### src/design/bmhq_pkg.sv
// bmhq_pkg: shared types, codes and the microcode rom of the max-heap queue
// used by bmhq_seq and binary_max_heap_queue_unit; no dependencies
`timescale 1ns / 1ps

package bmhq_pkg;

	localparam int KEY_W    = 32;
	localparam int TOTAL_W  = 11;
	localparam int STATUS_W = 2;

	localparam logic OP_INSERT = 1'b0;
	localparam logic OP_REMOVE = 1'b1;

	localparam logic [STATUS_W-1:0] ST_DONE  = 2'd0;
	localparam logic [STATUS_W-1:0] ST_FULL  = 2'd1;
	localparam logic [STATUS_W-1:0] ST_EMPTY = 2'd2;

	// microprogram addresses
	typedef logic [3:0] uaddr_t;
	localparam uaddr_t UA_IDLE    = 4'd0;
	localparam uaddr_t UA_UP_TEST = 4'd1;
	localparam uaddr_t UA_UP_CMP  = 4'd2;
	localparam uaddr_t UA_PLACE   = 4'd3;
	localparam uaddr_t UA_DN_LAST = 4'd4;
	localparam uaddr_t UA_DN_LOAD = 4'd5;
	localparam uaddr_t UA_DN_TEST = 4'd6;
	localparam uaddr_t UA_DN_RC   = 4'd7;
	localparam uaddr_t UA_DN_CMP  = 4'd8;
	localparam uaddr_t UA_DONE    = 4'd9;

	typedef enum logic [2:0] {
		RD_NONE,
		RD_PARENT,
		RD_LAST,
		RD_LCHILD,
		RD_RCHILD
	} rd_sel_t;

	typedef enum logic [1:0] {
		WR_NONE,
		WR_KEY,
		WR_RDATA,
		WR_BEST
	} wr_sel_t;

	typedef enum logic [1:0] {
		POS_HOLD,
		POS_ZERO,
		POS_PARENT,
		POS_BEST
	} pos_sel_t;

	typedef enum logic [3:0] {
		JC_ALWAYS,
		JC_DISPATCH,
		JC_POS_ZERO,
		JC_KEY_GT_RD,
		JC_CNT_ZERO,
		JC_NO_LCHILD,
		JC_CHILD_GT_KEY,
		JC_OUT_FREE
	} cond_t;

	// writes, position moves and output loads only happen when the jump is taken
	typedef struct packed {
		logic     accept;
		rd_sel_t  rd;
		wr_sel_t  wr;
		pos_sel_t pos;
		logic     ld_key;
		logic     ld_child;
		logic     ld_out;
		cond_t    cond;
		uaddr_t   jump_a;
		uaddr_t   next_a;
	} uword_t;

	typedef struct packed {
		logic in_xfer;
		logic op_remove;
		logic heap_full;
		logic heap_empty;
		logic pos_zero;
		logic key_gt_rd;
		logic cnt_zero;
		logic no_lchild;
		logic child_gt_key;
		logic out_free;
	} seq_flags_t;

	function automatic logic key_gt(input logic [KEY_W-1:0] a, input logic [KEY_W-1:0] b);
		return $signed(a) > $signed(b);
	endfunction

	function automatic uword_t ucode_rom(input uaddr_t a);
		uword_t w;
		w = '{accept: 1'b0, rd: RD_NONE, wr: WR_NONE, pos: POS_HOLD, ld_key: 1'b0,
			ld_child: 1'b0, ld_out: 1'b0, cond: JC_ALWAYS, jump_a: UA_IDLE,
			next_a: UA_IDLE};
		unique case (a)
			UA_IDLE: begin
				w.accept = 1'b1;
				w.cond   = JC_DISPATCH;
			end
			UA_UP_TEST: begin
				w.rd     = RD_PARENT;
				w.cond   = JC_POS_ZERO;
				w.jump_a = UA_PLACE;
				w.next_a = UA_UP_CMP;
			end
			UA_UP_CMP: begin
				// parent moves down into the hole
				w.wr     = WR_RDATA;
				w.pos    = POS_PARENT;
				w.cond   = JC_KEY_GT_RD;
				w.jump_a = UA_UP_TEST;
				w.next_a = UA_PLACE;
			end
			UA_PLACE: begin
				w.wr     = WR_KEY;
				w.jump_a = UA_DONE;
			end
			UA_DN_LAST: begin
				w.rd     = RD_LAST;
				w.cond   = JC_CNT_ZERO;
				w.jump_a = UA_DONE;
				w.next_a = UA_DN_LOAD;
			end
			UA_DN_LOAD: begin
				w.ld_key = 1'b1;
				w.pos    = POS_ZERO;
				w.jump_a = UA_DN_TEST;
			end
			UA_DN_TEST: begin
				w.rd     = RD_LCHILD;
				w.cond   = JC_NO_LCHILD;
				w.jump_a = UA_PLACE;
				w.next_a = UA_DN_RC;
			end
			UA_DN_RC: begin
				w.rd       = RD_RCHILD;
				w.ld_child = 1'b1;
				w.jump_a   = UA_DN_CMP;
			end
			UA_DN_CMP: begin
				// larger child moves up into the hole
				w.wr     = WR_BEST;
				w.pos    = POS_BEST;
				w.cond   = JC_CHILD_GT_KEY;
				w.jump_a = UA_DN_TEST;
				w.next_a = UA_PLACE;
			end
			UA_DONE: begin
				w.ld_out = 1'b1;
				w.cond   = JC_OUT_FREE;
				w.jump_a = UA_IDLE;
				w.next_a = UA_DONE;
			end
			default: ;
		endcase
		return w;
	endfunction

endpackage

### src/design/bmhq_seq.sv
// bmhq_seq: microprogram counter, control rom lookup and jump logic
// depends on bmhq_pkg
`timescale 1ns / 1ps

module bmhq_seq (
	input  logic                clk,
	input  logic                arst_n,
	input  bmhq_pkg::seq_flags_t flags,
	output bmhq_pkg::uword_t     uw,
	output logic                taken
);

	bmhq_pkg::uaddr_t upc_q;
	bmhq_pkg::uaddr_t disp_a;
	bmhq_pkg::uaddr_t upc_d;

	assign uw = bmhq_pkg::ucode_rom(upc_q);

	always_comb begin
		unique case (uw.cond)
			bmhq_pkg::JC_ALWAYS:       taken = 1'b1;
			bmhq_pkg::JC_DISPATCH:     taken = flags.in_xfer;
			bmhq_pkg::JC_POS_ZERO:     taken = flags.pos_zero;
			bmhq_pkg::JC_KEY_GT_RD:    taken = flags.key_gt_rd;
			bmhq_pkg::JC_CNT_ZERO:     taken = flags.cnt_zero;
			bmhq_pkg::JC_NO_LCHILD:    taken = flags.no_lchild;
			bmhq_pkg::JC_CHILD_GT_KEY: taken = flags.child_gt_key;
			bmhq_pkg::JC_OUT_FREE:     taken = flags.out_free;
			default:                   taken = 1'b0;
		endcase
	end

	// refused operations go straight to the result step
	always_comb begin
		if (flags.op_remove) begin
			disp_a = flags.heap_empty ? bmhq_pkg::UA_DONE : bmhq_pkg::UA_DN_LAST;
		end else begin
			disp_a = flags.heap_full ? bmhq_pkg::UA_DONE : bmhq_pkg::UA_UP_TEST;
		end
	end

	always_comb begin
		if (!taken) begin
			upc_d = uw.next_a;
		end else if (uw.cond == bmhq_pkg::JC_DISPATCH) begin
			upc_d = disp_a;
		end else begin
			upc_d = uw.jump_a;
		end
	end

	always_ff @(posedge clk or negedge arst_n) begin
		if (!arst_n) begin
			upc_q <= bmhq_pkg::UA_IDLE;
		end else begin
			upc_q <= upc_d;
		end
	end

endmodule

### config.mk
export PLATFORM = sky130hd
export DESIGN_NAME = bmhq_seq
export DESIGN_NICKNAME = d
export VERILOG_FILES = /design/src/design/bmhq_pkg.sv /design/src/design/bmhq_seq.sv
export SDC_FILE = /design/constraint.sdc
export NUM_CORES = 1
export LEC_CHECK = 0
export BUFFER_PORTS_ARGS = -buffer_cell sky130_fd_sc_hd__clkbuf_2
export CAP_MARGIN = 0
export CORE_UTILIZATION = 41
export CTS_CLUSTER_DIAMETER = 200
export DETAILED_ROUTE_END_ITERATION = 8
export GPL_ROUTABILITY_DRIVEN = 1
export MAX_ROUTING_LAYER = met4
export PLACE_DENSITY = 0.77
export SETUP_SLACK_MARGIN = 0.1
export SYNTH_ARGS = -nofsm -noshare
export SYNTH_HDL_FRONTEND = slang
export SYNTH_SLANG_ARGS = --single-unit
### constraint.sdc
create_clock -name clk -period 1.9 [get_ports clk]
set_input_delay 0.285 -clock clk [delete_from_list [all_inputs] [get_ports clk]]
set_output_delay 0.285 -clock clk [all_outputs]
set_load 0.02 [all_outputs]
# --- Word-level counts from Yosys, hierarchy flattened ---
# Index checks and enable logic that the tools add are counted.
word_totals:
  reg_bits: 4
  out_inout_bits: 24
  word_cells: 39
  input_bits: 12
classes:
  n_eq_ne: 16
  mux: 16
  n_reduce_logical: 6
ops:
  columns: ["cell", "count"]
  rows:
  - ["$pmux W4 S5", 2]
  - ["$eq A4 B3 Y1 const B", 8]
  - ["$pmux W3 S7", 1]
  - ["$mux W4", 5]
  - ["$eq A4 B2 Y1 const B", 4]
  - ["$pmux W2 S3", 2]
  - ["$pmux W3 S4", 1]
  - ["$eq A4 B1 Y1 const B", 2]
  - ["$eq A4 B4 Y1 const B", 2]
  - ["$logic_not A4 Y1", 2]
  - ["$pmux W1 S8", 1]
  - ["$reduce_or A2 Y1", 4]
  - ["$mux W1", 4]

# --- Depth between registers and ports, before layout ---
# Gate-level depths: netlist (run 1).
logic_depth:
  word_depth: 5
  mapped_depth: 6

# --- Least setup slack after synthesis (run 1) ---
# OpenSTA, ideal clock, no wires.
synth_path:
  path_kind: "register to register"
  startpoint: "register upc_q[0]"
  endpoint: "register upc_q[3]"
  setup_slack_ns: -0.047
  n_path_buf: 2
  path_stages_with_launch: 7
  arrival_ns: 1.880
  period_less_slack_ns: 1.947
  cell_sequence: "dfrtp_1 buf_6 buf_2 nor4_1 o21ai_1 o21bai_1 mux2_1"
synth_between:
  elab_chain_cells: 5
  word_cells_on_any_way: 28
  cone_classes: "16 x eq/ne; 6 x mux; 6 x reduce/logical"
synth_rtl:
  columns: ["element", "line", "rtl"]
  rows:
  - ["start, declared", "bmhq_seq.sv:13", "bmhq_pkg::uaddr_t upc_q;"]
  - ["start signal, assigned", "bmhq_seq.sv:54", "upc_q <= bmhq_pkg::UA_IDLE;"]
  - ["start signal, assigned", "bmhq_seq.sv:56", "upc_q <= upc_d;"]
  - ["$eq A4 B4 Y1, or another cell as far along", "bmhq_pkg.sv:100", "unique case (a)"]
  - ["$pmux W3 S7 or $reduce_or A2 Y1 (tied branches)", null, null]
  - ["$eq A4 B3 Y1, or another cell as far along", "bmhq_seq.sv:20", "unique case (uw.cond)"]
  - ["$pmux W1 S8 or $mux W4 (tied branches)", "bmhq_seq.sv:20, bmhq_seq.sv:45", null]
  - ["$mux W4 *", "bmhq_seq.sv:43", "if (!taken) begin"]
  - ["named net upc_d[3]", "bmhq_seq.sv:15", "bmhq_pkg::uaddr_t upc_d;"]
# The timed path passes the listed nets; every way through them passes the cells marked *.

==> results of run 1 <==
## cell type report
cell class              count  area [um2]
repair buffers             65         556
multi-input cells          59         529
flip-flops and latches      4         105
fillers                    36        71.3
clock buffers               3        22.5
well taps                  15        18.8
inverters                   4        15.0
## worst max-delay path: stages, from the launching register on
cell and delay [ns]:
dfrtp_2 0.44, buf_6 0.14, or3b_4 0.42, a21oi_2 0.18, or2_1 0.17, clkbuf_8 0.16
## power groups by stage
stage | clock network [uW] | logic, uW | registers, uW
after floorplan | 0 | 1060 | 145
after global placement | 0 | 1360 | 199
after detailed placement | 0 | 1380 | 202
after CTS | 103 | 1900 | 181
after global routing | 120 | 2560 | 206
final | 117 | 2500 | 204
## cells by family after synthesis
kind of cell / synth area share, %
buf+inv: 13.5
xor+xnor: 3.01
other cells: 0.645
flops: 17.2
mux: 9.03
simple gates: 37.6
compound gates: 18.9
## per-layer routing
layer | GRT usage (%) | vias up
met4 | 7.76 | 0
li1 | - | 374
met5 | - | -
met1 | 29.9 | 416
met2 | 57.8 | 103
met3 | 2.84 | 29
## synthesized netlist by cell type, drive strengths merged
master	instances	share of area (%)
nand3b	4	5.2
nor3	3	3.4
xor2	1	1.5
conb	1	0.64
or3b	6	9.0
o21bai	1	1.3
nor4	1	1.1
mux2i	3	5.2
dfrtp	4	17
o21a	1	1.3
o21ai	4	3.4
or2	2	2.2
buf	10	11
or4b	1	2.4
nand2	6	3.9
nor2b	1	1.1
nor2	7	4.9
mux2	2	3.9
a21oi	8	9.5
o22ai	1	2.2
xnor2	1	1.5
a211oi	1	1.3
inv	4	2.6
nand2b	3	3.2
nor3b	1	1.3
## metrics by stage
step / TNS (ns) / util (%) / hold slack (ns) / setup slack [ns]
floorplan: 0 / - / -0.0106 / 0.134
global placement: 0 / 60.2 / 0.0914 / 0.160
detailed placement: 0 / 60.2 / 0.0932 / 0.122
CTS: -0.0173 / 80.5 / 0.393 / -0.0171
global route: -0.891 / 94.6 / 0.429 / -0.156
finish: -0.680 / 94.6 / 0.406 / -0.143
## repair_timing
item | 4_1_cts | 5_1_grt
hold buffers | 1 | 0
setup buffers | 12 | 9
gates resized for setup | 34 | 44
setup endpoints to repair | 13 | 20
pin swaps | 9 | 11
endpoints found under the hold margin | 4 | 0
## placed cells by master, fill, tap and decap left out, types with 3 or more instances in the layout
cell	Yosys	layout
nor2_1	6	5
a21oi_2	1	6
clkbuf_2	0	16
clkbuf_4	0	4
buf_4	3	17
clkbuf_8	0	5
buf_6	1	17
or3b_4	0	4
nand2_1	6	4
buf_2	6	5
buf_8	0	3
dfrtp_2	0	4
nand3b_1	4	4
nand2b_1	3	3
## worst max-delay path by stage
stage          depth (start not counted)  slack (ns)      from    end
3_3_place_gp                           5        0.16  upc_q[0]  taken
2_1_floorplan                          4        0.13  upc_q[2]  uw[5]
3_5_place_dp                           5        0.12  upc_q[0]  taken
5_1_grt                                5       -0.16  upc_q[0]  uw[5]
6_report                               5       -0.14  upc_q[0]  uw[5]
4_1_cts                                5       -0.02  upc_q[1]  taken
==> out/metrics.yaml, run 1 <==
status: "finished with violations"
violations: "negative setup slack"
dr.pass1.iters: 4
worstHoldStart: "flags[6]"
setup_slack_ns: -0.143
sequentialPowerShare_pct: 7.2
rows: 13
synthToLayoutAreaGrowth_pct: 114
vias: 922
power.leakage_uw: 0.000607
hold_viol: 0
r2r_slack_ns: -0.01
setup_violations: 10
p_clk_share_pct: 4.1
clk_pin_slew_ns: 0.05
crit_type: "flop to output pin"
final_cells: 150
met3_length_um: 338
arrival_ns: 1.76
rsz0062_at_grt: "yes"
hpwl_um: 1180
die_y_um: 39.7
drc: 0
drt-total-wl_um: 3240
largest_reg_flops: 4
largest-register: "upc_q"
syn_area_per_cell_um2: 7.56
startpoint_type: "flop"
crit_fanout: 5
yosysSeqAreaShare_pct: 17.2
start_util_pct: 44.2
placed_area_um2: 793
synth_area_um2: 582
drtIter0Drc: 42
n_antenna_cell: 0
synth_nets: 89
finalInstanceArea_um2: 1250
r2r_end: "upc_q[3]"
fin_skew_ns: 0.00773
drv_slew: 0
yosys_warnings: 0
sw_frac_of_total_pct: 49.6
coreArea_um2: 1320
routedWlPerCell_um: 21.6
synthCells: 77
nets: 149
grt_overflow: 0
rr_startpoint: "upc_q[1]"
p_total_uw: 2820
cts-buffers-inserted: 3
insertion_delay_ns: 0.24
root_buffer: "clkbuf_4"
track_usage_pct: 29.3
internal-power_uw: 1420
top_regs: "upc_q: 4 flops"
critPathRequiredTime_ns: 1.62
power.density_nw_per_um2: 2260
endpoint_kind: "output pin"
grt_pass1_vias: 723
hp-class: "input port to flop"
hold_depth: 4
r2r.worst_path.cells: 9
power_switching_uw: 1400
chipWidth_um: 39.7
cts_buffer_depth: 2
top_layer: "met4"
grt_start_max_net_pins: 11
io_pins: 36
met1Wirelength_um: 1120
ant_nets: 0
period_share_pct: 108
period_minus_slack_ns: 2.04
port_buffers: 34
cts_tree: "built"
dieArea_um2: 1570
cts_max_level: 1
peakVddDrop_v: 0.00150
grt_first_pass_wirelength_um: 2990
numPlacedInstances: 125
gp_congestion: 0.747
power_frac_comb_pct: 88.6
ys_ff_latch: 4
hold_end: "upc_q[2]"
clock.fmax_mhz: 490
cts.sinks: 4
maxCapViolCount: 0
antenna_found_initial: 0
wl_met2_um: 1570
ys_types: 33
vias_per_cell: 6.15
drive_above_1_share_pct: 75.6
Note: power is estimated with default switching activity, not from simulation.
==> run 2: changes to the inputs <==
==> constraint.sdc (replaced) <==
create_clock -name clk -period 1.9 [get_ports clk]
set_input_delay 0.285 -clock clk [delete_from_list [all_inputs] [get_ports clk]]
set_output_delay 0.285 -clock clk [all_outputs]
set_load 0.05 [all_outputs]
==> run 2 against run 1 <==
The run now fails in 5_1_grt. Area after synthesis did not move. Synthesized cell count did not move.
==> out/metrics.yaml, run 2 <==
status: "did not finish"
stop_stage: "5_1_grt"
first-error: "[ERROR DPL-0038] Utilization greater than 100%, impossible to legalize"
cts.sinks: 4
syn_area_per_cell_um2: 7.56
grt_start_max_net_pins: 12
start_util_pct: 44.2
yosys_warnings: 0
yosysTopAreaCell: "dfrtp_1"
ys_ff_latch: 4
worst-ep-kind: "top-level output"
synth.top_cell.area_share_pct: 17.2
synth_nets: 89
post_synth_fa_ha_maj_area_fraction_pct: 0
synth_enable_flop_cells: 0
gp_congestion: 0.830
synthTopCellsByArea: "dfrtp_1, or3b_1, a21oi_1"
synth_area_um2: 582
ys_types: 33
async_flop_share_pct: 100
hpwl_um: 1290
synth_commonest_cells: "a21oi_1, buf_2, nand2_1, nor2_1, or3b_1"
root_buffer: "clkbuf_4"
die_y_um: 39.7
worst_endpoint: "uw[5]"
synth_xor_area_share_pct: 3.01
synthCells: 77
yosys.area_share.simple_pct: 37.6
synth_top_family_by_area: "simple AND/OR/NAND/NOR gates"
numPlacedInstances: 129
chipWidth_um: 39.7
io_pins: 36
port_buffers: 34
synth_compound_area_share_pct: 18.9
synth-main-ff-cell: "dfrtp_1"
cts_buffer_depth: 2
cts_max_level: 1
muxShareOfSynthArea_pct: 9.03
rows: 13
yosysSeqAreaShare_pct: 17.2
cts-buffers-inserted: 3
-- run 2: cell counts after synthesis --
Identical to the previous run, type by type.
-- run 2: metrics by stage --
stage / setup slack (ns) / utilization, % / setup TNS (ns) / area, um2
after CTS: -0.0673 / 92.0 / -0.292 / 1210
after detailed placement: 0.0630 / 72.6 / 0 / 956
after floorplan: 0.0301 / - / 0 / 732
after global placement: 0.0828 / 72.6 / 0 / 956
-- run 2: repair_timing --
action | CTS
gates resized for setup | 41
gates cloned | 0
endpoints found under the hold margin | 4
pin swaps | 7
hold buffers | 1
setup buffers | 6
setup endpoints to repair | 25
-- run 2: cells by family after synthesis --
logic type      after synthesis
other cells                   1
mux                           5
flops                         4
xor+xnor                      2
simple gates                 35
compound gates               16
buf+inv                      14
==> run 3: changes to the inputs <==
--- a/config.mk
+++ b/config.mk
@@ -7,13 +7,11 @@
 export LEC_CHECK = 0
 export BUFFER_PORTS_ARGS = -buffer_cell sky130_fd_sc_hd__clkbuf_2
 export CAP_MARGIN = 0
-export CORE_UTILIZATION = 41
-export CTS_CLUSTER_DIAMETER = 200
+export CORE_AREA = 2 2 63 65
 export DETAILED_ROUTE_END_ITERATION = 8
+export DIE_AREA = 0 0 65 67
 export GPL_ROUTABILITY_DRIVEN = 1
-export MAX_ROUTING_LAYER = met4
-export PLACE_DENSITY = 0.77
-export SETUP_SLACK_MARGIN = 0.1
+export PLACE_DENSITY_LB_ADDON = 0.15
 export SYNTH_ARGS = -nofsm -noshare
 export SYNTH_HDL_FRONTEND = slang
 export SYNTH_SLANG_ARGS = --single-unit
==> run 3 against run 2 <==
The flow now finishes, with violations (negative setup slack).
==> out/metrics.yaml, run 3 (synthesized netlist as in run 1, its figures left out) <==
setup_violations: 3
hpwl_um: 1480
arrival_ns: 1.65
track_usage_pct: 9.59
critPathRequiredTime_ns: 1.62
endpoint_kind: "output pin"
coreArea_um2: 3610
cts_max_level: 1
status: "finished with violations"
period_minus_slack_ns: 1.93
start_util_pct: 16.1
grt_start_max_net_pins: 10
die_y_um: 67
root_buffer: "clkbuf_8"
dieArea_um2: 4360
crit_fanout: 5
rsz0062_at_grt: "yes"
antenna_found_initial: 0
synthToLayoutAreaGrowth_pct: 108
num-fill-cells: 375
ant_nets: 0
grt_pass1_vias: 704
cts_tree: "built"
crit_end: "uw[5]"
layout_common_cells: "buf_4, clkbuf_2, nand2_1, clkbuf_4, buf_12"
final_common_cell: "buf_4"
rr_startpoint: "upc_q[2]"
n_antenna_cell: 0
largest_reg_flops: 4
io_pins: 36
crit_path_top_delay_cell: "dfrtp_2"
gp_congestion: 0.703
clk_pin_slew_ns: 0.03
startpoint_type: "flop"
r2r_end: "upc_q[1]"
vias_per_cell: 4.07
top_regs: "upc_q: 4 flops"
drc: 0
r2r.worst_path.cells: 5
crit_cells: 5
clock.fmax_mhz: 518
critical_path.cell_chain: "buf_12 -> or3b_4 -> a21oi_4 -> or2_4 -> buf_12"
maxCapViolCount: 0
cts.sinks: 4
drv_slew: 0
nets: 145
grt_overflow: 0
crit_type: "flop to output pin"
crit_family: "simple AND/OR/NAND/NOR gates"
violations: "negative setup slack"
period_share_pct: 102
dr.pass1.iters: 4
drt-total-wl_um: 1990
grt_first_pass_wirelength_um: 3200
cp_num_buf_inv: 2
crit_start: "upc_q[1]"
setup_slack_ns: -0.0317
dp_slack_ns: -0.00609
cts_buffer_depth: 2
rows: 22
routedWlPerCell_um: 11.1
port_buffers: 34
cpPeakStageDelay_ns: 0.43
hold_viol: 0
fin_skew_ns: 0.00179
insertion_delay_ns: 0.21
drive_above_1_share_pct: 68.7
hp-class: "input port to async pin"
crit_top_cell: "buf_12"
largest-register: "upc_q"
r2r_slack_ns: 0.06
vias: 729
drtIter0Drc: 28
cts-buffers-inserted: 3
chipWidth_um: 65
## run 3: layout make-up
cell class,count,area [um2],area share (%)
Timing Repair Buffer,61,498,41.1
Multi-Input combinational cell,59,492,40.6
Sequential cell,4,105,8.68
Tap cell,48,60.1,4.96
Clock buffer,3,41.3,3.41
Inverter,4,15.0,1.24
## run 3: what timing repair did
item / 4_1_cts / 5_1_grt
setup buffers: 8 / 4
hold endpoints to repair: 4 / 0
gates resized for setup: 17 / 22
pin swaps: 6 / 7
hold buffers: 1 / 0
endpoints found under the setup margin: 13 / 15
## run 3: per-layer routing
metal  global-route usage [%]  share of wire, %  vias to the layer above
met5                        0                 0                        -
met3                     1.86               5.1                        0
li1                         -                 -                      369
met4                     3.19                 0                        0
met1                     12.5                47                      336
met2                     15.7                48                       24
## run 3: metrics by stage
stage | cells | utilization [%] | cell area [um2] | hold slack [ns] | TNS [ns]
after floorplan | 77 | - | 638 | -0.0106 | -1.39
after global placement | 163 | 27.2 | 982 | 0.0962 | -0.00656
after detailed placement | 163 | 27.2 | 982 | 0.0966 | -0.00609
after CTS | 175 | 31.7 | 1140 | 0.411 | -0.134
after global routing | 179 | 33.6 | 1210 | 0.430 | -0.393
final | 179 | 33.6 | 1210 | 0.413 | -0.0833
## run 3: worst min path at each step
stage,slack (ns),cells after the start,start,to
floorplan,-0.01,0,arst_n,upc_q[0]
global placement,0.1,1,arst_n,upc_q[2]
detailed placement,0.1,1,arst_n,upc_q[2]
CTS,0.41,2,arst_n,upc_q[2]
global route,0.43,2,arst_n,upc_q[1]
finish,0.41,2,arst_n,upc_q[2]
Power of run 3 is left out: the tool's default activity adds up to more than one toggle a clock period on the data nets, which glitch-free logic cannot reach.
==> run 4: changes to the inputs <==
--- a/config.mk
+++ b/config.mk
@@ -8,10 +8,10 @@
 export BUFFER_PORTS_ARGS = -buffer_cell sky130_fd_sc_hd__clkbuf_2
 export CAP_MARGIN = 0
 export CORE_AREA = 2 2 63 65
+export CTS_CLUSTER_SIZE = 14
 export DETAILED_ROUTE_END_ITERATION = 8
 export DIE_AREA = 0 0 65 67
 export GPL_ROUTABILITY_DRIVEN = 1
-export PLACE_DENSITY_LB_ADDON = 0.15
 export SYNTH_ARGS = -nofsm -noshare
 export SYNTH_HDL_FRONTEND = slang
 export SYNTH_SLANG_ARGS = --single-unit
==> run 4 against run 3 <==
The flow still finishes with violations (negative setup slack). Register-to-register slack about the same. Non-clock buffer count decreased by 2. Die area unchanged. Fmax hardly changed. Largest cell class unchanged.
==> out/metrics.yaml, run 4 (synthesized netlist as in run 1, its figures left out) <==
drv_slew: 0
finalInstanceArea_um2: 1210
n_antenna_cell: 0
hpwl_um: 1510
critPathRequiredTime_ns: 1.62
clk_pin_slew_ns: 0.03
cts-buffers-inserted: 3
startpoint_type: "flop"
maxCapViolCount: 0
layout_common_cells: "buf_4, clkbuf_2, clkbuf_4"
violations: "negative setup slack"
arrival_ns: 1.65
status: "finished with violations"
start_util_pct: 16.1
hp-class: "input port to async pin"
rows: 22
clock.fmax_mhz: 517
drtIter0Drc: 21
chipWidth_um: 65
cts_buffer_depth: 2
period_minus_slack_ns: 1.93
dr.pass1.iters: 2
vias_per_cell: 4.09
gp_congestion: 0.783
drc: 0
final_common_cell: "buf_4"
numPlacedInstances: 160
cts_max_level: 1
coreArea_um2: 3610
track_usage_pct: 9.90
rsz0062_at_grt: "yes"
grt_overflow: 0
port_buffers: 34
critical_path.cell_chain: "or4b_4 -> a21oi_4 -> nor3_4 -> inv_2 -> buf_8"
crit_type: "flop to output pin"
routedWlPerCell_um: 11.8
io_pins: 36
crit_path_top_delay_cell: "or4b_4"
endpoint_kind: "output pin"
setup_violations: 3
largest-register: "upc_q"
final_cells: 177
ant_nets: 0
cts_tree: "built"
cpPeakStageDelay_ns: 0.56
cp_num_buf_inv: 2
grt_first_pass_wirelength_um: 3300
fin_skew_ns: 0.00147
insertion_delay_ns: 0.21
nets: 143
antenna_found_initial: 0
fin_util_pct: 33.6
setup_slack_ns: -0.0324
num-fill-cells: 388
root_buffer: "clkbuf_8"
drive_above_1_share_pct: 69.0
vias: 724
grt_start_max_net_pins: 16
grt_pass1_vias: 742
drt-total-wl_um: 2080
top_regs: "upc_q: 4 flops"
hold_viol: 0
synthToLayoutAreaGrowth_pct: 108
largest_reg_flops: 4
period_share_pct: 102
crit_fanout: 4
cts.sinks: 4
crit_family: "simple AND/OR/NAND/NOR gates"
die_y_um: 67
placed_area_um2: 957
dieArea_um2: 4360
[run 4: metal layers]
metal | global-route usage (%) | vias to the layer above | routed length (um)
met2 | 16.6 | 24 | 1010
met3 | 2.70 | 2 | 133
met5 | 0 | - | 0
met4 | 4.52 | 0 | 14
met1 | 11.7 | 336 | 924
li1 | - | 362 | -
[run 4: final timing paths]
path	start	endpoint	slack, ns	cells after the start
max	upc_q[0]	taken	-0.03	5
min	arst_n	upc_q[2]	0.41	2
max reg2reg	upc_q[0]	upc_q[1]	0.05	5
min reg2reg	upc_q[0]	upc_q[2]	0.84	3
max in group asynchronous	arst_n	upc_q[1]	1.35	2
min in group clk	flags[6]	upc_q[2]	0.43	4
[run 4: timing repair]
item,4_1_cts,5_1_grt
endpoints found under the setup margin,12,15
setup buffers,11,2
hold endpoints to repair,4,0
resized for setup,17,27
pin swaps,7,7
hold buffers,1,0
[run 4: worst reg2reg max path, cell delays in order, from the launching register on]
cell	delay, ns
dfrtp_2	0.42
or4b_4	0.56
a21oi_4	0.19
nor3_4	0.06
buf_4	0.16
mux2_1	0.33
[run 4: layout make-up]
class | instances | area [um2] | share of cell area, %
flip-flops and latches | 4 | 105 | 8.67
clock buffers | 3 | 41.3 | 3.41
well taps | 48 | 60.1 | 4.95
inverters | 4 | 15.0 | 1.24
multi-input cells | 59 | 493 | 40.7
repair buffers | 59 | 498 | 41.1
[run 4: per-stage QoR]
stage,hold WS (ns),setup slack (ns),setup TNS [ns]
after detailed placement,0.0993,0.0717,0
after global placement,0.0958,0.0814,0
after global routing,0.417,-0.0862,-0.352
after CTS,0.410,-0.0633,-0.155
final,0.411,-0.0324,-0.0856
after floorplan,-0.0106,-0.267,-1.39
Power of run 4 is left out for the same reason.
